`src/rtl/bsa_pkg.sv`:
```
package bsa_pkg;

  localparam int WORD_BITS = 64;
  localparam int MAX_WORDS = 64;

  localparam int WORD_AW = (MAX_WORDS > 1) ? $clog2(MAX_WORDS) : 1;
  localparam int BIT_AW  = $clog2(WORD_BITS);
  localparam int CNT_W   = $clog2(MAX_WORDS + 1);

  localparam int KIND_W  = 2;
  localparam int SLOT_W  = 12;
  localparam int WIU_W   = 7;
  localparam int SIZE_W  = 16;
  localparam int ADDR_W  = 32;
  localparam int PROD_W  = SLOT_W + SIZE_W;
  localparam int CIDX_W  = 2;
  localparam int CDAT_W  = 32;
  localparam int CMP_W   = (WIU_W > CNT_W) ? WIU_W : CNT_W;

  typedef logic [WORD_BITS-1:0] word_t;
  typedef logic [WORD_AW-1:0]   waddr_t;
  typedef logic [BIT_AW-1:0]    bitidx_t;
  typedef logic [CNT_W-1:0]     wcnt_t;

  typedef enum logic [KIND_W-1:0] {
    KIND_ALLOC = 2'd0,
    KIND_FREE  = 2'd1,
    KIND_CLEAR = 2'd2,
    KIND_NOP   = 2'd3
  } kind_t;

  typedef enum logic [CIDX_W-1:0] {
    REG_WORDS_IN_USE = 2'd0,
    REG_SLOT_SIZE    = 2'd1,
    REG_POOL_BASE    = 2'd2,
    REG_UNUSED       = 2'd3
  } reg_idx_t;

  typedef enum logic [2:0] {
    ST_IDLE,
    ST_ALLOC_RD,
    ST_ALLOC_CHK,
    ST_MUL,
    ST_FREE_RD,
    ST_FREE_WR,
    ST_RESP
  } state_t;

  typedef struct packed {
    logic [WIU_W-1:0]  words_in_use;
    logic [SIZE_W-1:0] slot_size;
    logic [ADDR_W-1:0] pool_base;
  } cfg_t;

  typedef struct packed {
    logic              granted;
    logic [SLOT_W-1:0] slot_number;
    logic [ADDR_W-1:0] slot_address;
    logic              bad_free;
  } res_t;

  typedef struct packed {
    logic    found;
    bitidx_t idx;
  } clear_bit_t;

  // lowest clear bit of an occupancy word
  function automatic clear_bit_t lowest_clear(input word_t w);
    clear_bit_t r;
    r.found = 1'b0;
    r.idx   = '0;
    for (int b = WORD_BITS - 1; b >= 0; b--) begin
      if (!w[b]) begin
        r.found = 1'b1;
        r.idx   = BIT_AW'(b);
      end
    end
    return r;
  endfunction

  // words in use, clamped to 1..MAX_WORDS
  function automatic wcnt_t active_words(input logic [WIU_W-1:0] wiu);
    logic [CMP_W-1:0] v;
    v = CMP_W'(wiu);
    if (v == '0) begin
      return CNT_W'(1);
    end else if (v > CMP_W'(MAX_WORDS)) begin
      return CNT_W'(MAX_WORDS);
    end else begin
      return CNT_W'(v);
    end
  endfunction

endpackage

```
`src/rtl/bsa_in_if.sv`:
```
interface bsa_in_if;
  import bsa_pkg::*;
  logic                valid;
  logic                ready;
  logic [KIND_W-1:0]   kind;
  logic [SLOT_W-1:0]   slot_index;

  modport source (output valid, kind, slot_index, input ready);
  modport sink   (input valid, kind, slot_index, output ready);
endinterface

```
`src/rtl/bsa_ctrl.sv`:
```
module bsa_ctrl (
  input  logic             clk,
  input  logic             rst_n,
  bsa_in_if.sink           in_ch,
  input  bsa_pkg::cfg_t    cfg,
  output logic             res_valid,
  input  logic             res_ready,
  output bsa_pkg::res_t    res,
  output logic             ram_we,
  output bsa_pkg::waddr_t  ram_waddr,
  output bsa_pkg::word_t   ram_wdata,
  output bsa_pkg::waddr_t  ram_raddr,
  input  bsa_pkg::word_t   ram_rdata
);
  import bsa_pkg::*;

  state_t             state_r, state_nxt;
  logic [SLOT_W-1:0]  idx_r, idx_nxt;
  waddr_t             w_r, w_nxt;
  wcnt_t              cnt_r, cnt_nxt;
  waddr_t             hint_r, hint_nxt;
  logic [MAX_WORDS-1:0] wvalid_r, wvalid_nxt;
  logic [SLOT_W-1:0]  slot_r, slot_nxt;
  logic [PROD_W-1:0]  prod_r, prod_nxt;
  logic               granted_r, granted_nxt;
  logic               bad_r, bad_nxt;

  wcnt_t      words;
  word_t      cur_word;
  clear_bit_t lc;
  waddr_t     start_w;
  waddr_t     free_w;
  bitidx_t    free_b;
  logic       free_bad;
  wcnt_t      cnt_inc;
  logic       last_w;
  logic       accept;

  assign words    = active_words(cfg.words_in_use);
  // entries never written since reset or clear read as empty
  assign cur_word = wvalid_r[w_r] ? ram_rdata : '0;
  assign lc       = lowest_clear(cur_word);
  assign start_w  = (CNT_W'(hint_r) < words) ? hint_r : '0;
  assign free_w   = WORD_AW'(in_ch.slot_index >> BIT_AW);
  assign free_b   = idx_r[BIT_AW-1:0];
  assign free_bad = 32'(in_ch.slot_index) >= (32'(words) << BIT_AW);
  assign cnt_inc  = cnt_r + CNT_W'(1);
  assign last_w   = (CNT_W'(w_r) + CNT_W'(1)) == words;
  assign accept   = in_ch.valid && in_ch.ready;

  // next state
  always_comb begin
    state_nxt = state_r;
    unique case (state_r)
      ST_IDLE: begin
        if (in_ch.valid) begin
          unique case (kind_t'(in_ch.kind))
            KIND_ALLOC: state_nxt = ST_ALLOC_RD;
            KIND_FREE:  state_nxt = free_bad ? ST_RESP : ST_FREE_RD;
            KIND_CLEAR: state_nxt = ST_RESP;
            KIND_NOP:   state_nxt = ST_RESP;
            default:    state_nxt = ST_RESP;
          endcase
        end
      end
      ST_ALLOC_RD: state_nxt = ST_ALLOC_CHK;
      ST_ALLOC_CHK: begin
        if (lc.found) begin
          state_nxt = ST_MUL;
        end else if (cnt_inc == words) begin
          state_nxt = ST_RESP;
        end else begin
          state_nxt = ST_ALLOC_RD;
        end
      end
      ST_MUL:     state_nxt = ST_RESP;
      ST_FREE_RD: state_nxt = ST_FREE_WR;
      ST_FREE_WR: state_nxt = ST_RESP;
      ST_RESP:    state_nxt = res_ready ? ST_IDLE : ST_RESP;
      default:    state_nxt = ST_IDLE;
    endcase
  end

  // outputs
  always_comb begin
    in_ch.ready = 1'b0;
    res_valid   = 1'b0;
    ram_we      = 1'b0;
    ram_waddr   = w_r;
    ram_wdata   = '0;
    ram_raddr   = w_r;
    unique case (state_r)
      ST_IDLE: in_ch.ready = 1'b1;
      ST_ALLOC_RD: ram_raddr = w_r;
      ST_ALLOC_CHK: begin
        ram_we    = lc.found;
        ram_wdata = cur_word | (word_t'(1) << lc.idx);
      end
      ST_MUL: ram_raddr = w_r;
      ST_FREE_RD: ram_raddr = w_r;
      ST_FREE_WR: begin
        ram_we    = 1'b1;
        ram_wdata = cur_word & ~(word_t'(1) << free_b);
      end
      ST_RESP: res_valid = 1'b1;
      default: ram_we = 1'b0;
    endcase
  end

  always_comb begin
    res.granted      = granted_r;
    res.slot_number  = granted_r ? slot_r : '0;
    res.slot_address = granted_r ? (cfg.pool_base + ADDR_W'(prod_r)) : '0;
    res.bad_free     = bad_r;
  end

  // datapath registers
  always_comb begin
    idx_nxt     = idx_r;
    w_nxt       = w_r;
    cnt_nxt     = cnt_r;
    hint_nxt    = hint_r;
    wvalid_nxt  = wvalid_r;
    slot_nxt    = slot_r;
    prod_nxt    = prod_r;
    granted_nxt = granted_r;
    bad_nxt     = bad_r;
    unique case (state_r)
      ST_IDLE: begin
        if (accept) begin
          idx_nxt     = in_ch.slot_index;
          granted_nxt = 1'b0;
          bad_nxt     = 1'b0;
          cnt_nxt     = '0;
          unique case (kind_t'(in_ch.kind))
            KIND_ALLOC: w_nxt = start_w;
            KIND_FREE: begin
              bad_nxt = free_bad;
              w_nxt   = free_w;
            end
            KIND_CLEAR: begin
              for (int i = 0; i < MAX_WORDS; i++) begin
                if (CNT_W'(i) < words) begin
                  wvalid_nxt[i] = 1'b0;
                end
              end
            end
            KIND_NOP: bad_nxt = 1'b0;
            default:  bad_nxt = 1'b0;
          endcase
        end
      end
      ST_ALLOC_CHK: begin
        if (lc.found) begin
          wvalid_nxt[w_r] = 1'b1;
          hint_nxt        = w_r;
          granted_nxt     = 1'b1;
          slot_nxt        = SLOT_W'({w_r, lc.idx});
        end else begin
          cnt_nxt = cnt_inc;
          w_nxt   = last_w ? '0 : w_r + WORD_AW'(1);
        end
      end
      ST_MUL:     prod_nxt = PROD_W'(slot_r) * PROD_W'(cfg.slot_size);
      ST_FREE_WR: wvalid_nxt[w_r] = 1'b1;
      default:    prod_nxt = prod_r;
    endcase
  end

  always_ff @(posedge clk) begin
    if (!rst_n) begin
      state_r   <= ST_IDLE;
      hint_r    <= '0;
      wvalid_r  <= '0;
      granted_r <= 1'b0;
      bad_r     <= 1'b0;
    end else begin
      state_r   <= state_nxt;
      hint_r    <= hint_nxt;
      wvalid_r  <= wvalid_nxt;
      granted_r <= granted_nxt;
      bad_r     <= bad_nxt;
    end
  end

  always_ff @(posedge clk) begin
    idx_r  <= idx_nxt;
    w_r    <= w_nxt;
    cnt_r  <= cnt_nxt;
    slot_r <= slot_nxt;
    prod_r <= prod_nxt;
  end

endmodule

```
`src/flat_wrapper.sv`:
```
// flat-port wrapper written by rule: the top's interface ports become plain ports
module bsa_ctrl_flat import bsa_pkg::*;
  (clk, rst_n, cfg, res_valid, res_ready, res, ram_we, ram_waddr, ram_wdata, ram_raddr, ram_rdata, in_ch_valid, in_ch_kind, in_ch_slot_index, in_ch_ready);
  bsa_in_if in_ch_i ();
  input  logic clk;
  input  logic rst_n;
  input  bsa_pkg::cfg_t cfg;
  output logic res_valid;
  input  logic res_ready;
  output bsa_pkg::res_t res;
  output logic ram_we;
  output bsa_pkg::waddr_t ram_waddr;
  output bsa_pkg::word_t ram_wdata;
  output bsa_pkg::waddr_t ram_raddr;
  input  bsa_pkg::word_t ram_rdata;
  input wire logic [$bits(in_ch_i.valid)-1:0] in_ch_valid;
  input wire logic [$bits(in_ch_i.kind)-1:0] in_ch_kind;
  input wire logic [$bits(in_ch_i.slot_index)-1:0] in_ch_slot_index;
  output wire logic [$bits(in_ch_i.ready)-1:0] in_ch_ready;
  assign in_ch_i.valid = in_ch_valid;
  assign in_ch_i.kind = in_ch_kind;
  assign in_ch_i.slot_index = in_ch_slot_index;
  assign in_ch_ready = in_ch_i.ready;
  bsa_ctrl u_core (.clk(clk), .rst_n(rst_n), .in_ch(in_ch_i), .cfg(cfg), .res_valid(res_valid), .res_ready(res_ready), .res(res), .ram_we(ram_we), .ram_waddr(ram_waddr), .ram_wdata(ram_wdata), .ram_raddr(ram_raddr), .ram_rdata(ram_rdata));
endmodule
```
`config.mk`:
```
export PLATFORM = sky130hd
export DESIGN_NAME = bsa_ctrl_flat
export DESIGN_NICKNAME = d
export VERILOG_FILES = /design/src/rtl/bsa_pkg.sv /design/src/rtl/bsa_in_if.sv /design/src/rtl/bsa_ctrl.sv /design/src/flat_wrapper.sv
export SDC_FILE = /design/constraint.sdc
export NUM_CORES = 1
export LEC_CHECK = 0
export ABC_AREA = 1
export BUFFER_PORTS_ARGS = -buffer_cell sky130_fd_sc_hd__buf_2
export CAP_MARGIN = 20
export CORE_MARGIN = 8
export CORE_UTILIZATION = 40
export CTS_BUF_LIST = sky130_fd_sc_hd__clkbuf_16
export CTS_CLUSTER_DIAMETER = 80
export DETAILED_ROUTE_END_ITERATION = 8
export GPL_TIMING_DRIVEN = 0
export SLEW_MARGIN = 20
export SYNTH_ARGS = -nofsm -noshare
export SYNTH_HDL_FRONTEND = slang
export SYNTH_SLANG_ARGS = --single-unit
```
`constraint.sdc`:
```
create_clock -name clk -period 16.73 [get_ports clk]
set_input_delay 0.8365 -clock clk [delete_from_list [all_inputs] [get_ports clk]]
set_output_delay 0.8365 -clock clk [all_outputs]
set_load 0.005 [all_outputs]
```
Word level (Yosys, flattened, before mapping)
Cells that the tools add are included.

storage, ports and cells
  register bits = 134
  output and inout port bits = 125
  word-level logic and storage cells = 477

operators by class
  $add $sub $neg = 4
  multiply operators = 1
  $lt $le $gt $ge = 69
  eq/ne operators = 81
  shift-type cells = 2
  mux-type cells = 165
  bitwise operators = 4
  reduce and logical (&&, ||, !) cells = 78

operators with widths
  kind                  number
  $mux 7                68
  $reduce_and 5->1      64
  $mux 64               4
  $lt 6x7->1 const A    32
  $pmux 64 s3           1
  $ne 2x1->1 const B    67
  $or 64x64->64         2
  $pmux 64 s2           1
  $shl 1x6->64 const A  2
  $lt 5x7->1 const A    16
  $mux 1                71
  $and 64x64->64        1
  $not 64->64           1
  $lt 4x7->1 const A    8
  $add 32x28->32        1
  $mux 32               1
  $lt 3x7->1 const A    4
  $mul 12x16->28        1
  $mux 6                4
  $pmux 6 s2            2
  $pmux 3 s6            1
  $eq 7x7->1            2
  $lt 1x7->1 const A    2
  $lt 2x7->1 const A    2
  33 further kinds      46

Logic depth before layout (Yosys ltp)
  word-level depth = 70
  mapped depth = 68
  gate-level depth less buffers = 68

Worst setup path after synthesis
No wires, ideal clock.

  path kind = in2reg
  start point = in cfg[32] (netlist bit)
  end point = reg u_core.prod_r[26], data pin
  library setup time = 0.258 ns
  arrival time = 5.843 ns
  required time = 16.472 ns
  slack = 10.629 ns
  cell stages on the path = 29
  path buffers = 1
  path through = clkbuf_1 > nand2_1 > fa_1 > fa_1 > inv_1 > fa_1 > inv_1 > fa_1 > inv_1 > fa_1 > ha_1 > a21oi_1 > inv_1 > nor2_1 > o21bai_1 > a21oi_1 > o21ai_0 > nand3_1 > nand2_1 > nand3_1 > nand2_1 > nand3_1 > nand2_1 > nand3_1 > nand2_1 > a21oi_1 > nor2_1 > nor2_1 > xnor2_1

between the ends
  longest elaborated chain between the ends = 1

RTL lines
  element               RTL line           text
  start, declared       flat_wrapper.sv:7  input bsa_pkg::cfg_t cfg;
  $mul 12x16->28        bsa_ctrl.sv:164    ST_MUL: prod_nxt = PROD_W'(slot_r) * PROD_W'(cfg.slot_size);
  end signal, assigned  bsa_ctrl.sv:191    prod_r <= prod_nxt;
  end, declared         bsa_ctrl.sv:24     logic [PROD_W-1:0] prod_r, prod_nxt;

No other way between the ends.
A chain may end at the register's enable or synchronous reset.

==> results.txt <==
TritonCTS Buffers = 17
Starting Density = 40.6%
Synthesized area per cell = 6.97 um2
Place WS = 9.59 ns
H-tree depth = 4
Routed Antenna Nets = 0
Nets = 3114
Slew margin rel. = 24.1%
Worst setup SP type = register
Crit path kind = register to output port
Synth Cell Area = 0.0171 mm2
Area Overhead vs Synth = 15.6%
Largest net degree at the start of global routing = 28
Drt pass-1 iters = 6
HPWL after DPL = 55200 um
Clk Tree Root Cell = clkbuf_16
Total power = 4.01 mW
Postcts setup bufs = 0
Worst Hold Slack = 0.466 ns
Die H = 223 um
R2R Path Start = u_core.slot_r[6]
Final WL = 68400 um
Max VDD drop = 0.296 mV
Layout cell share with drive strength beyond 1 = 14.8%
Post-synth EDFFs = 59
Total core area = 0.0420 mm2
Width of the die = 223 um
Worst path slowest cell = edfxtp_1
R2R Path End = u_core.prod_r[26]
RSZ-0062 raised after global routing = no
Gate Count Post-Synth = 2449
# DRC = 0
Max-Cap Viols = 0
Pwr/cell area = 203 mW/mm2
Hold_buf cts = 0
Final Max Slew Viols = 0
GRT Total Usage = 27.1%
Hold worst-path end = u_core.wvalid_r[0]
First-pass GRT wire length = 105000 um
CTS Sinks = 134
Crit-path most repeated cell = nand2_1
Post-synthesis sequential area ratio = 19.2%
TritonCTS clock tree = built
Final setup vio count = 0
Clock transition at path regs = 0.07 ns
TNS Setup = 0 ns
Commonest non-fill, non-tap cells in the layout = nand2_1 (541), inv_1 (407), buf_2 (261)
Post-layout min period = 7.19 ns
Hold Path Stages = 2
Commonest non-fill, non-tap cell in the layout = nand2_1
Top FF cell, synth = dfxtp_1
Initial antenna violation count = 3
Vias in the first global route = 18110
Final WS setup = 9.54 ns
Syn nets = 2834
FMAX = 0.139 GHz
Crit end category = output port
Flops & latches, synth = 134
Yosys cell types = 62
Via count = 18147
DRT iter0 DRCs = 2072
Hold_sp = u_core.wvalid_r[0]
Fill count = 4425
Register-to-register setup slack = 9.70 ns
Clock Latency Late Sink = 0.45 ns
Ports = 262
Layout Utilization = 46.9%
Final number of hold-violating endpoints = 0
Min-delay worst type = register to register
Die area = 0.0495 mm2
CP max FO = 9
CP Data Required Time = 15.89 ns
Worst slew pin tran = 1.13 ns
Asr flop ratio synth = 0%
Row Count = 75
Leak = 9.82 nW
Worst EP arrival = 6.36 ns
Vias per Instance = 5.53
Global route overflow = 0
Fin Clk Skew = 0.0212 ns
Tcrit/Tclk final = 43.0%
Drt wl/cell = 20.8 um
Gp weighted congestion = 1.05
CTS Buffer Depth = 2
Critical path's largest stage delay = 0.62 ns
Status = finished, final reports clean
Reg2reg path depth = 30
Post-CTS resize count = 0
I/O Buffers = 260
Synth warn = 0
-- where the power goes --
group | switching [mW] | total (mW) | leakage (nW) | internal [mW]
Clock | 0.171 | 0.422 | 0.324 | 0.251
Sequential | 0.0433 | 0.595 | 1.15 | 0.552
Combinational | 1.93 | 3.00 | 8.35 | 1.07
Total | 2.14 | 4.01 | 9.82 | 1.87
-- metrics by stage --
step	cells	instance area, um2
global placement	3248	19000
floorplan	2449	17100
global route	3282	19700
detailed placement	3249	19100
finish	3282	19700
CTS	3281	19700
-- cell usage after synthesis (4+ instances only) --
| cell type | n | area share, % |
|---|---|---|
| o211ai_1 | 6 | 0.26 |
| dfxtp_1 | 75 | 8.8 |
| a21oi_2 | 4 | 0.21 |
| nor3_1 | 38 | 1.1 |
| buf_6 | 9 | 0.59 |
| o221a_2 | 4 | 0.26 |
| a31oi_1 | 45 | 1.6 |
| xor2_1 | 36 | 1.8 |
| o21ai_1 | 23 | 0.67 |
| buf_4 | 12 | 0.53 |
| a21oi_1 | 181 | 5.3 |
| nor4_1 | 6 | 0.22 |
| inv_1 | 407 | 9.0 |
| nand3_1 | 165 | 4.8 |
| clkinv_1 | 4 | 0.088 |
| clkbuf_1 | 98 | 2.2 |
| inv_2 | 14 | 0.31 |
| xnor2_1 | 10 | 0.51 |
| o22ai_1 | 10 | 0.37 |
| a221oi_1 | 9 | 0.46 |
| ha_1 | 107 | 7.8 |
| nand4_1 | 6 | 0.22 |
| o31ai_1 | 9 | 0.40 |
| o21ai_0 | 123 | 3.6 |
| nor2_4 | 8 | 0.53 |
| edfxtp_1 | 59 | 10 |
| nor2_2 | 10 | 0.37 |
| and3_1 | 4 | 0.15 |
| nand2_1 | 541 | 12 |
| nor2_1 | 171 | 3.8 |
| buf_1 | 5 | 0.11 |
| a211oi_1 | 24 | 1.1 |
| or2_2 | 24 | 0.88 |
| fa_1 | 141 | 17 |
| o21bai_1 | 14 | 0.62 |
-- cells by family after synthesis --
logic type	share of synthesized area, %
simple gates	24.8
buf+inv	13.0
compound gates	16.2
fa+ha+maj	24.4
flops	19.2
xor+xnor	2.36
-- critical path, delay by kind of cell (launching register included) --
kind / cells / cell delay (ns)
compound gates: 4 / 1.19
buf+inv: 7 / 1.04
flops: 1 / 0.62
simple gates: 38 / 3.06
-- layer usage --
layer	track usage, %	vias to the layer above	wire [um]
met5	0	-	26
met4	10.5	4	2550
met3	5.22	148	5710
met2	44.8	879	32100
met1	34.5	8659	28100
li1	-	8457	-
-- state kept, by name, indices dropped and copies added, names as in the netlist --
register          cells
u_core.state_r        3
u_core.granted_r      1
u_core.idx_r          6
u_core.ram_raddr      6
u_core.cnt_r          7
u_core.wvalid_r      64
u_core.bad_r          1
u_core.prod_r        28
u_core.slot_r        12
u_core.hint_r         6
-- cell type report --
type / instances / area (um2) / area share [%]
Sequential cell: 134 / 3270 / 16.6
Buffer: 125 / 584 / 2.96
Multi-Input combinational cell: 1759 / 11600 / 58.7
Clock buffer: 20 / 500 / 2.54
Antenna cell: 1 / 2.50 / 0.0127
Tap cell: 539 / 674 / 3.42
Timing Repair Buffer: 261 / 1320 / 6.70
Inverter: 431 / 1640 / 8.31
Clock inverter: 12 / 154 / 0.780
-- how the worst max path moves through the flow --
stage | from | to | slack [ns] | depth (start not counted)
2_1_floorplan | cfg[32] | u_core.prod_r[26] | 10.63 | 29
3_3_place_gp | cfg[32] | u_core.prod_r[26] | 9.65 | 30
3_5_place_dp | cfg[32] | u_core.prod_r[26] | 9.59 | 30
5_1_grt | u_core.ram_raddr[1] | ram_wdata[35] | 9.05 | 51
6_report | u_core.ram_raddr[2] | ram_wdata[35] | 9.54 | 49
4_1_cts | u_core.ram_raddr[4] | ram_wdata[35] | 9.69 | 44
Power figures use the tool's default switching activity.
